## config.mk

```make
export PLATFORM = sky130hd
export DESIGN_NAME = hcbp_bit_shifter
export DESIGN_NICKNAME = d
export VERILOG_FILES = /design/src/hw/rtl/huffman_code_bit_packer_defines.svh /design/src/hw/rtl/hcbp_pkg.sv /design/src/hw/rtl/hcbp_bit_shifter.sv
export SDC_FILE = /design/constraint.sdc
export NUM_CORES = 1
export LEC_CHECK = 0
export ABC_CLOCK_PERIOD_IN_PS = 6700
export BUFFER_PORTS_ARGS = -buffer_cell sky130_fd_sc_hd__buf_2
export CORE_MARGIN = 8
export CORE_UTILIZATION = 40
export CTS_BUF_LIST = sky130_fd_sc_hd__clkbuf_4 sky130_fd_sc_hd__clkbuf_8 sky130_fd_sc_hd__clkbuf_16
export CTS_CLUSTER_SIZE = 14
export DETAILED_ROUTE_END_ITERATION = 7
export SYNTH_ARGS = -nofsm -noshare
export SYNTH_HDL_FRONTEND = slang
export SYNTH_SLANG_ARGS = --single-unit
```

## constraint.sdc

```tcl
create_clock -name clk -period 6.7 [get_ports clk]
set_input_delay 0.67 -clock clk [delete_from_list [all_inputs] [get_ports clk]]
set_output_delay 0.67 -clock clk [all_outputs]
set_load 0.02 [all_outputs]
```

## src/hw/rtl/huffman_code_bit_packer_defines.svh

```systemverilog
// assertion macros shared by the huffman code bit packer rtl
// no dependencies; included by files that carry concurrent assertions
`ifndef HUFFMAN_CODE_BIT_PACKER_DEFINES_SVH
`define HUFFMAN_CODE_BIT_PACKER_DEFINES_SVH

// same-cycle implication, disabled while reset is asserted
`define HCBP_ASSERT_NOW(label, clk, rst_n, ante, cons, msg) \
	label: assert property (@(posedge clk) disable iff (!(rst_n)) (ante) |-> (cons)) \
		else $error(msg);

// next-cycle implication, disabled while reset is asserted
`define HCBP_ASSERT_NEXT(label, clk, rst_n, ante, cons, msg) \
	label: assert property (@(posedge clk) disable iff (!(rst_n)) (ante) |=> (cons)) \
		else $error(msg);

`endif

```

## src/hw/rtl/hcbp_pkg.sv

```systemverilog
// shared widths, opcodes and control types of the huffman code bit packer
// no dependencies
`timescale 1ns / 1ps

package hcbp_pkg;

	localparam int OP_W    = 2;
	localparam int SYM_W   = 8;
	localparam int LEN_W   = 6;
	localparam int PAT_W   = 32;
	localparam int BYTE_W  = 8;
	localparam int PEND_W  = 7;
	localparam int CNT_W   = 3;
	localparam int DEPTH   = 256;

	localparam logic [OP_W-1:0] OP_LOAD   = 2'd0;
	localparam logic [OP_W-1:0] OP_ENCODE = 2'd1;
	localparam logic [OP_W-1:0] OP_FLUSH  = 2'd2;

	typedef enum logic [2:0] {
		S_IDLE   = 3'b001,
		S_LOOKUP = 3'b010,
		S_PACK   = 3'b100
	} state_t;

	typedef struct packed {
		logic start;
		logic step;
		logic flush;
	} pack_ctrl_t;

	typedef struct packed {
		logic              emit;
		logic              last;
		logic              done;
		logic              pending;
		logic [BYTE_W-1:0] step_byte;
		logic [BYTE_W-1:0] flush_byte;
		logic [LEN_W-1:0]  remaining;
	} pack_stat_t;

endpackage

```

## src/hw/rtl/hcbp_bit_shifter.sv

```systemverilog
// digit-serial packer: left-aligned code shift register feeds up to 8 bits
// per step into the pending accumulator; depends on hcbp_pkg
`timescale 1ns / 1ps

module hcbp_bit_shifter (
	input  logic                        clk,
	input  logic                        arst_n,
	input  hcbp_pkg::pack_ctrl_t        ctrl,
	input  logic [hcbp_pkg::LEN_W-1:0]  start_len,
	input  logic [hcbp_pkg::PAT_W-1:0]  start_pat,
	output hcbp_pkg::pack_stat_t        stat
);
	import hcbp_pkg::*;

	logic [PAT_W-1:0]  code_q;
	logic [LEN_W-1:0]  rem_q;
	logic [PEND_W-1:0] pend_q;
	logic [CNT_W-1:0]  cnt_q;

	logic [3:0]          k;
	logic [BYTE_W-1:0]   digit;
	logic [14:0]         acc;
	logic [3:0]          total;
	logic [CNT_W-1:0]    new_cnt;
	logic [PEND_W-1:0]   pend_mask;
	logic [PEND_W-1:0]   new_pend;
	logic [LEN_W-1:0]    new_rem;
	logic [LEN_W-1:0]    start_shamt;

	always_comb begin
		k         = (rem_q >= 6'd8) ? 4'd8 : {1'b0, rem_q[2:0]};
		digit     = code_q[PAT_W-1 -: BYTE_W] >> (4'd8 - k);
		acc       = ({8'd0, pend_q} << k) | {7'd0, digit};
		total     = {1'b0, cnt_q} + k;
		// total minus eight and total below eight share the low three bits
		new_cnt   = total[2:0];
		pend_mask = PEND_W'((8'd1 << new_cnt) - 8'd1);
		new_pend  = acc[PEND_W-1:0] & pend_mask;
		new_rem   = rem_q - {2'b00, k};
		start_shamt = LEN_W'(PAT_W) - start_len;
	end

	assign stat.emit       = total[3];
	assign stat.step_byte  = BYTE_W'(acc >> total[2:0]);
	assign stat.last       = (({1'b0, new_rem} + {4'd0, new_cnt}) < 7'd8);
	assign stat.done       = (new_rem == '0);
	assign stat.pending    = (cnt_q != '0);
	assign stat.flush_byte = BYTE_W'({1'b0, pend_q} << (4'd8 - {1'b0, cnt_q}));
	assign stat.remaining  = rem_q;

	always_ff @(posedge clk or negedge arst_n) begin
		if (!arst_n) begin
			rem_q  <= '0;
			pend_q <= '0;
			cnt_q  <= '0;
		end else if (ctrl.start) begin
			rem_q <= start_len;
		end else if (ctrl.step) begin
			rem_q  <= new_rem;
			pend_q <= new_pend;
			cnt_q  <= new_cnt;
		end else if (ctrl.flush) begin
			pend_q <= '0;
			cnt_q  <= '0;
		end
	end

	// code is left-aligned once so each step takes its digit from the top byte
	always_ff @(posedge clk) begin
		if (ctrl.start) begin
			code_q <= start_pat << start_shamt[4:0];
		end else if (ctrl.step) begin
			code_q <= code_q << BYTE_W;
		end
	end

endmodule

```

==> results of run 1 <==
## power by group through the flow
stage          clock, mW  sequential (mW)  combinational [mW]
2_1_floorplan          0            0.405               0.848
5_1_grt            0.283            0.470                1.18
4_1_cts            0.270            0.459                1.08
3_5_place_dp           0            0.466                1.07
6_report           0.265            0.463                1.09
3_3_place_gp           0            0.465                1.06
## stage by stage
| step | instances | hold slack (ps) | worst slack [ps] |
|---|---|---|---|
| floorplan | 621 | 374 | 2330 |
| global placement | 819 | 557 | 1950 |
| detailed placement | 819 | 559 | 1770 |
| CTS | 827 | 328 | 1440 |
| global route | 827 | 335 | 1080 |
| finish | 827 | 318 | 1410 |
## synth_stat cells (all sizes together), types with 19 or more instances
cell type   n
nand2      62
o21ai      30
mux4       35
nor2       52
edfxtp     32
inv        26
clkbuf     43
mux2       21
nand3      19
mux2i      41
a21oi      44
## cells by family (layout without fill, tap and decap cells)
logic type                 count (synthesis)  in the layout  share of synthesized area, %
and+or+nand+nor                          189            189                          16.6
AOI/OAI and AO/OA                        171            171                          20.6
muxes                                     97             97                          26.1
buffers and inverters                     85            111                          6.06
DFF                                       48             48                          24.7
xor gates and xnor gates                  15             15                          2.52
adders and majority gates                 14             14                          3.32
other                                      2              2                         0.136
## worst register-to-register path, cell delays in order (launching register included)
cell     delay, ps
dfrtp_1        890
nor4b_4        860
ha_1           780
inv_1          450
nand3_1        240
ha_1           330
nor2_1          80
a21oi_1        110
o21ai_0         90
a32o_1         280
## per-layer routing
layer	wire length, um	global-route usage (%)	up-vias
li1	-	-	2432
met1	6360	20.3	2412
met2	7600	28.1	212
met3	890	3.13	51
met4	657	9.11	0
met5	0	0	-
## how the worst max path moves through the flow
stage	from	endpoint	slack (ps)	cells after the start
CTS	rem_q[0]	stat[16]	1440	9
global route	rem_q[0]	stat[16]	1080	9
floorplan	rem_q[0]	stat[24]	2330	12
finish	rem_q[0]	stat[16]	1410	9
detailed placement	rem_q[0]	stat[16]	1770	9
global placement	rem_q[0]	stat[16]	1950	9
## final cells by class
cell class	instances	area, sq um
fillers	1385	7590
multi-input cells	488	3830
flip-flops and latches	48	1360
repair buffers	77	408
well taps	180	225
clock buffers	6	139
inverters	26	97.6
clock inverters	2	13.8
## registers in the layout, indices dropped and copies added, names as in the netlist
| register | flops |
|---|---|
| code_q | 32 |
| pend_q | 7 |
| rem_q | 6 |
| cnt_q | 3 |
==> results.cfg, run 1 <==
[outcome]
status = finished, final reports clean

[floorplan]
row_count = 43
core_area_sq_um = 13700
initial_core_util_pct = 40.3
die_area_sq_um = 17800
io_pins = 69
die_width_um = 133
die_h_um = 133

[final_layout]
diodes = 0
final_layout_size_suffix_gt1_share_pct = 23.5
layout_commonest_cell = buf_2
fin_util_pct = 44.5
stdcell_area_sq_um = 6080
final_cell_mix = buf_2, nand2_1, nor2_1
area_growth_pct = 10.3
nets = 703

[drt]
routed_wirelength_um = 15500
dr.pass1.iters = 5
ant_nets = 0
avgRoutedWirePerCell_um = 18.8
drc = 0
vias_per_cell = 6.18
vias = 5107
drt_iter0_markers = 541

[worst_setup_path]
arrival_ps = 4620
cp_cell_sequence = nor4b_4, inv_1, ha_1, mux4_2, a31oi_1, nand2_1, o2111ai_1, o221ai_1, buf_2
cp_max_fo = 25
slowest_delay_ps = 890
cp-start-kind = flop
cpLargestDelayFamily = simple AND/OR/NAND/NOR gates
end_kind = primary output
critPathSlowestCell = dfrtp_1
reg2reg_slack_ps = 2480
rr_worst_depth = 9
r2r-end = pend_q[4]
crit_buf_inv = 2
required_ps = 6030
crit_type = reg -> out
r2r_start = rem_q[0]

[clock_tree]
cts_root_buffer = clkbuf_16
clk_latency_ps = 290
cts_tree = built
postCtsResizedCells = 0
cts_buffers = 5
cts.htree.levels = 2
clk_path_buf_depth = 2
postCtsSetupRepairBufs = 0
cts_hold_buf = 0
clkSlewWorstSetupHoldPaths_ps = 70
clock-sinks = 48

[logic_synthesis]
synthesis.area_sq_um = 5510
netlist_instances = 621
synth-async-reset-ratio_pct = 33.3
postSynthNetCount = 678
yosysTopAreaCellShare_pct = 17.4
ys_ff_latch = 48
yosysWarnings = 0
yosysTopAreaCell = edfxtp_1
synth_area_leaders = edfxtp_1, mux4_2, mux2i_1
avgSynthCellArea_sq_um = 8.87
synth_edf_count = 32
ys_seq_area_share_pct = 24.7
synth_ff_type = edfxtp_1
synth_cell_types = 63

[timing]
min_period_ps = 5290
tightest_slew_ps = 1160
drv_slew = 0
skew_ps = 3.05
setup-tns-final_ps = 0
slew_headroom_pct = 22.5
finalHoldViolations = 0
fmax_mhz = 189
rsz0062_at_grt = no
fin_crit_sh_pct = 79.0
setup_viol = 0

[placement]
dpl_cell_area_sq_um = 5920
place_congestion = 0.911
io_buffers = 68
hpwl_um = 11700

[global_route]
grt_antenna_before_repair = 0
track_usage_pct = 16.9
grt_pass1_vias = 4858
grt_overflow_total = 0
grt_pass1_wl_um = 24900
grt_max_degree = 62

[power_and_ir_drop]
p_sw_share_pct = 48.2
powerDensity_nw_per_um2 = 298
comb_power_share_pct = 59.9
pwr-share-clk_pct = 14.6
vdd_drop_max_mv = 0.102
p_int_mw = 0.940
p_sw_mw = 0.873
power_mw = 1.81
seqPwrFrac_pct = 25.5
cellLeakagePower_nw = 2.40

[min_path]
hold_path.class = in -> async

[flow_run]
maxCapViolations = 0
(Power assumes the default switching activity.)
==> run 2: changes to the inputs <==
--- a/config.mk
+++ b/config.mk
@@ -5,7 +5,8 @@
 export SDC_FILE = /design/constraint.sdc
 export NUM_CORES = 1
 export LEC_CHECK = 0
-export ABC_CLOCK_PERIOD_IN_PS = 6700
+export ABC_AREA = 1
+export ABC_CLOCK_PERIOD_IN_PS = 5090
 export BUFFER_PORTS_ARGS = -buffer_cell sky130_fd_sc_hd__buf_2
 export CORE_MARGIN = 8
 export CORE_UTILIZATION = 40
==> constraint.sdc (replaced) <==
create_clock -name clk -period 5.09 [get_ports clk]
set_input_delay 0.509 -clock clk [delete_from_list [all_inputs] [get_ports clk]]
set_output_delay 0.509 -clock clk [all_outputs]
set_load 0.02 [all_outputs]
==> run 2 against run 1 <==
Via count rose by 11%; sequential cell count did not move; cell area fell by 6.7%; clock-buffer cell count fell by 1; hold slack got worse by 180 ps; area after synthesis fell by 6.6%; global-route usage rose by 3.9 points; setup slack got worse by 860 ps; synthesized cell count rose by 30%; cell count rose by 23%; non-clock buffer count fell by 6; first-iteration DRC count rose by 6.7%; critical endpoint is now stat[14].
==> results.cfg, run 2 <==
[outcome]
status = finished, final reports clean

[logic_synthesis]
synth_simple_gate_area_share_pct = 41.6
synth_xor_area_share_pct = 1.63
synth.most_common_cell = nand2_1
synth_ff_type = edfxtp_1
synth_cell_types = 52
synth_area_leaders = nand2_1, edfxtp_1, nand3_1
avgSynthCellArea_sq_um = 6.38
ys_ff_latch = 48
synth_top_family_by_area = simple AND/OR/NAND/NOR gates
synth_compound_area_share_pct = 16.7
yosysTopAreaCell = nand2_1
netlist_instances = 806
synth_edf_count = 32
yosysTopAreaCellShare_pct = 18.9
synthMuxAreaShare_pct = 1.36
yosysWarnings = 0
ys_seq_area_share_pct = 26.5
synth-async-reset-ratio_pct = 33.3
synth_common_cells = nand2_1, nand3_1, o21ai_0, inv_1, nor2_1
synthAdderAreaFrac_pct = 3.55
postSynthNetCount = 863
synthesis.area_sq_um = 5140

[placement]
dpl_worst_slack_ps = 877
place_congestion = 0.914
hpwl_um = 13200
io_buffers = 68

[clock_tree]
clock-sinks = 48
postCtsResizedCells = 0
clk_latency_ps = 300
clkSlewWorstSetupHoldPaths_ps = 70
clk_path_buf_depth = 2
cts_tree = built
cts_buffers = 5
cts.htree.levels = 2
cts_root_buffer = clkbuf_16
postCtsSetupRepairBufs = 0
cts_hold_buf = 0

[global_route]
grt_antenna_before_repair = 0
grt_pass1_vias = 5508
track_usage_pct = 20.8
grt_max_degree = 39
grt_pass1_wl_um = 27700
grt_overflow_total = 0

[timing]
drv_slew = 0
finalHoldViolations = 0
rsz0062_at_grt = no
fin_ws_ps = 549
fin_crit_sh_pct = 89.2
min_period_ps = 4540
setup_viol = 0
fmax_mhz = 220
hold_ws_ps = 143
tightest_slew_ps = 932
setup-tns-final_ps = 0
slew_headroom_pct = 37.8
skew_ps = 3.21

[worst_setup_path]
crit_type = reg -> out
required_ps = 4580
cpMostUsedCell = nand2_1
r2r-end = pend_q[6]
cp_max_fo = 19
r2r_start = rem_q[4]
arrival_ps = 4030
reg2reg_slack_ps = 980
cp_cell_sequence = nor2_8, nand3_4, inv_2, ha_1, inv_1, fa_1, or2_2, nand2_1, inv_1, nor2_1, nand2_1, inv_1, nand2_1, nand2_1, inv_1, nand2_1, clkinv_1, nand2_1, buf_2
cpLargestDelayFamily = simple AND/OR/NAND/NOR gates
cp-start-kind = flop
crit_buf_inv = 7
critPathSlowestCell = dfrtp_1
rr_worst_depth = 17
slowest_delay_ps = 460
end_kind = primary output

[drt]
drc = 0
avgRoutedWirePerCell_um = 16.7
drt_iter0_markers = 577
dr.pass1.iters = 6
vias_per_cell = 5.58
routed_wirelength_um = 17000
ant_nets = 0
vias = 5665

[final_layout]
nets = 899
top_register = code_q
largest_reg_flops = 32
fin_util_pct = 45.1
fill_cells = 1370
diodes = 0
layout_commonest_cell = nand2_1
final_cell_mix = nand2_1, nand3_1, o21ai_0
top_regs = code_q (32), pend_q (7), rem_q (6)
area_growth_pct = 10.2
final_layout_size_suffix_gt1_share_pct = 14.0

[floorplan]
die_width_um = 129
row_count = 41
die_h_um = 129
core_area_sq_um = 12600
io_pins = 69
die_area_sq_um = 16700
initial_core_util_pct = 40.9

[min_path]
hold_path.class = in -> async

[flow_run]
maxCapViolations = 0

[power_and_ir_drop]
cellLeakagePower_nw = 2.63
vdd_drop_max_mv = 0.164
powerDensity_nw_per_um2 = 384
==> run 2: cell count changes after synthesis, moves of 9 or more <==
cell,before,now
nand2_1,62,259
nand3_1,18,118
o21ai_0,29,89
a21oi_1,44,9
mux4_2,35,0
mux2i_1,41,7
inv_1,25,51
clkbuf_1,43,21
mux2_2,21,0
a211oi_1,16,1
nand4_1,5,16
a31oi_1,12,2
o211ai_1,12,22
nor3_1,13,4
==> run 2: worst max-delay path by stage <==
stage / from / end / slack (ps) / cells after the start
finish: rem_q[4] / stat[14] / 550 / 19
global route: rem_q[4] / stat[14] / 210 / 19
CTS: rem_q[4] / stat[14] / 550 / 19
detailed placement: rem_q[4] / stat[14] / 880 / 19
global placement: rem_q[4] / stat[14] / 900 / 19
floorplan: rem_q[4] / stat[24] / 1510 / 12
==> run 2: through the flow <==
| stage | cell area, sq um | cells | power [mW] |
|---|---|---|---|
| 3_5_place_dp | 5520 | 1007 | 1.84 |
| 4_1_cts | 5670 | 1015 | 2.18 |
| 3_3_place_gp | 5520 | 1007 | 1.83 |
| 2_1_floorplan | 5140 | 806 | 1.48 |
| 6_report | 5670 | 1015 | 2.18 |
| 5_1_grt | 5670 | 1015 | 2.37 |
==> run 2: logic make-up after synthesis <==
group | count (synthesis)
simple gates | 474
compound gates | 148
buf+inv | 106
flops | 48
fa+ha+maj | 14
xor+xnor | 7
mux | 7
other cells | 2
==> run 2: final cells by class <==
type                            instances  area [sq um]  share of cell area, %
Sequential cell                        48          1360                   24.0
Clock inverter                          3          23.8                  0.419
Tap cell                              172           215                   3.80
Timing Repair Buffer                   71           363                   6.40
Inverter                               64           240                   4.24
Multi-Input combinational cell        652          3340                   58.9
Clock buffer                            5           125                   2.21
==> run 2: metal layers <==
metal | vias to the layer above | GRT usage [%] | share of wire (%)
met5 | - | 0 | 0
met4 | 0 | 8.36 | 3.6
met3 | 46 | 2.79 | 3.8
met2 | 151 | 38.4 | 51
met1 | 2642 | 23.6 | 41
li1 | 2826 | - | -
==> run 2: report_power, final <==
group          internal [mW]  switching, mW  total [mW]
registers              0.488         0.0694       0.558
clock network          0.183          0.159       0.342
logic                  0.401          0.875        1.28
==> run 3: changes to the inputs <==
--- a/config.mk
+++ b/config.mk
@@ -13,6 +13,7 @@
 export CTS_BUF_LIST = sky130_fd_sc_hd__clkbuf_4 sky130_fd_sc_hd__clkbuf_8 sky130_fd_sc_hd__clkbuf_16
 export CTS_CLUSTER_SIZE = 14
 export DETAILED_ROUTE_END_ITERATION = 7
+export RECOVER_POWER = 50
 export SYNTH_ARGS = -nofsm -noshare
 export SYNTH_HDL_FRONTEND = slang
 export SYNTH_SLANG_ARGS = --single-unit
==> run 3 against run 2 <==
Via count hardly changed; largest cell class unchanged; critical path type unchanged; the flow now finishes with violations (capacitance limit, slew limit); clock skew is 0.65 ps higher; global-route usage stayed put; routed wire length hardly changed.
==> results.cfg, run 3 (synthesis gave the netlist of run 2 again) <==
[power_and_ir_drop]
cellLeakagePower_nw = 2.60
powerDensity_nw_per_um2 = 385
vdd_drop_max_mv = 0.165

[flow_run]
maxCapViolations = 1

[floorplan]
initial_core_util_pct = 40.9
core_area_sq_um = 12600
die_width_um = 129
row_count = 41
die_h_um = 129
die_area_sq_um = 16700
io_pins = 69

[worst_setup_path]
cpLargestDelayFamily = simple AND/OR/NAND/NOR gates
cp-start-kind = flop
crit_buf_inv = 7
reg2reg_slack_ps = 960
critPathSlowestCell = dfrtp_1
worstSetupEndpoint = stat[14]
arrival_ps = 4040
end_kind = primary output
cp_max_fo = 19
cpMostUsedCell = nand2_1
cp.depth = 19
startpoint = rem_q[4]
cp_cell_sequence = nor2_8, nand3_4, inv_2, ha_1, inv_1, fa_1, or2_2, nand2_1, inv_1, nor2_1, nand2_1, inv_1, nand2_1, nand2_1, inv_1, nand2_1, clkinv_1, nand2_1, buf_2
r2r-end = pend_q[6]
rr_worst_depth = 17
required_ps = 4580
r2r_start = rem_q[4]
crit_type = reg -> out
slowest_delay_ps = 460

[timing]
drv_slew = 39
slew_headroom_pct = -36.7
finalHoldViolations = 0
rsz0062_at_grt = no
tightest_slew_ps = 2050
setup_viol = 0
skew_ps = 3.86
fin_ws_ps = 543
fmax_mhz = 220
fin_crit_sh_pct = 89.3
min_period_ps = 4550
setup-tns-final_ps = 0

[final_layout]
final_layout_size_suffix_gt1_share_pct = 12.8
area_growth_pct = 9.92
top_register = code_q
top_regs = code_q (32), pend_q (7), rem_q (6)
nets = 899
final_cell_mix = nand2_1, nand3_1, o21ai_0
stdcell_count = 1015
diodes = 0
seqCellArea_sq_um = 1360
fill_cells = 1380
largest_reg_flops = 32
multi_input_area_sq_um = 3340
layout_commonest_cell = nand2_1

[placement]
io_buffers = 68
placedCellCount = 1007
place_congestion = 0.914
dpl_worst_slack_ps = 877
hpwl_um = 13200

[global_route]
grt_overflow_total = 0
grt_max_degree = 39
grt_pass1_vias = 5508
track_usage_pct = 20.8
grt_pass1_wl_um = 27700
grt_antenna_before_repair = 0

[drt]
drt_iter0_markers = 567
vias_per_cell = 5.58
ant_nets = 0
vias = 5662
avgRoutedWirePerCell_um = 16.7
drc = 0
dr.pass1.iters = 7
routed_wirelength_um = 17000

[clock_tree]
cts_root_buffer = clkbuf_16
clk_latency_ps = 300
postCtsResizedCells = 0
cts_buffers = 5
cts_tree = built
clkSlewWorstSetupHoldPaths_ps = 70
postCtsSetupRepairBufs = 0
clk_path_buf_depth = 2
clock-sinks = 48
cts_hold_buf = 0
cts.htree.levels = 2

[min_path]
hold_path.class = in -> async

[outcome]
status = finished, violations left
failed_checks = capacitance limit, slew limit
## run 3: metrics by stage
stage / power [mW] / area, sq um / hold slack, ps / utilization (%)
after global placement: 1.83 / 5520 / 456 / 43.9
final: 2.17 / 5650 / 363 / 45.0
after CTS: 2.18 / 5670 / 147 / 45.1
after floorplan: 1.48 / 5140 / 213 / -
after detailed placement: 1.84 / 5520 / 470 / 43.9
after global routing: 2.36 / 5650 / 445 / 45.0
## run 3: worst min path at each step
stage | slack (ps) | cells past startpoint | endpoint | from
final | 360 | 1 | cnt_q[2] | arst_n
after floorplan | 210 | 0 | cnt_q[0] | arst_n
after global placement | 460 | 1 | cnt_q[2] | arst_n
after global routing | 450 | 1 | cnt_q[2] | arst_n
after detailed placement | 470 | 1 | cnt_q[2] | arst_n
after CTS | 150 | 1 | cnt_q[2] | arst_n
## run 3: power breakdown
part / total (mW) / internal (mW) / switching (mW)
sequential: 0.559 / 0.489 / 0.0697
combinational: 1.27 / 0.397 / 0.876
clock: 0.343 / 0.183 / 0.160
total: 2.17 / 1.07 / 1.11
## run 3: worst reg2reg max path, delay by kind of cell, from the launching register on
kind	cells	cell delay, ps
adder cells (fa/ha/maj)	3	830
buffers and inverters	3	550
AO/OA/AOI/OAI	1	80
AND/OR/NAND/NOR	10	2090
flip-flops	1	460
## run 3: area by class of cell
type                            count  share of cell area [%]
Tap cell                          172                    3.81
Clock buffer                        5                    2.21
Sequential cell                    48                    24.1
Inverter                           64                    4.25
Clock inverter                      3                   0.420
Timing Repair Buffer               71                    6.15
Multi-Input combinational cell    652                    59.1
## run 3: layer usage
layer  GRT usage (%)  share of wire (%)  vias to the layer above  routed length, um
met4            8.36                3.5                        0                590
met5               0                  0                        -                  0
met3            2.79                3.7                       44                629
met1            23.6                 42                     2650               7050
li1                -                  -                     2822                  -
met2            38.4                 51                      146               8690
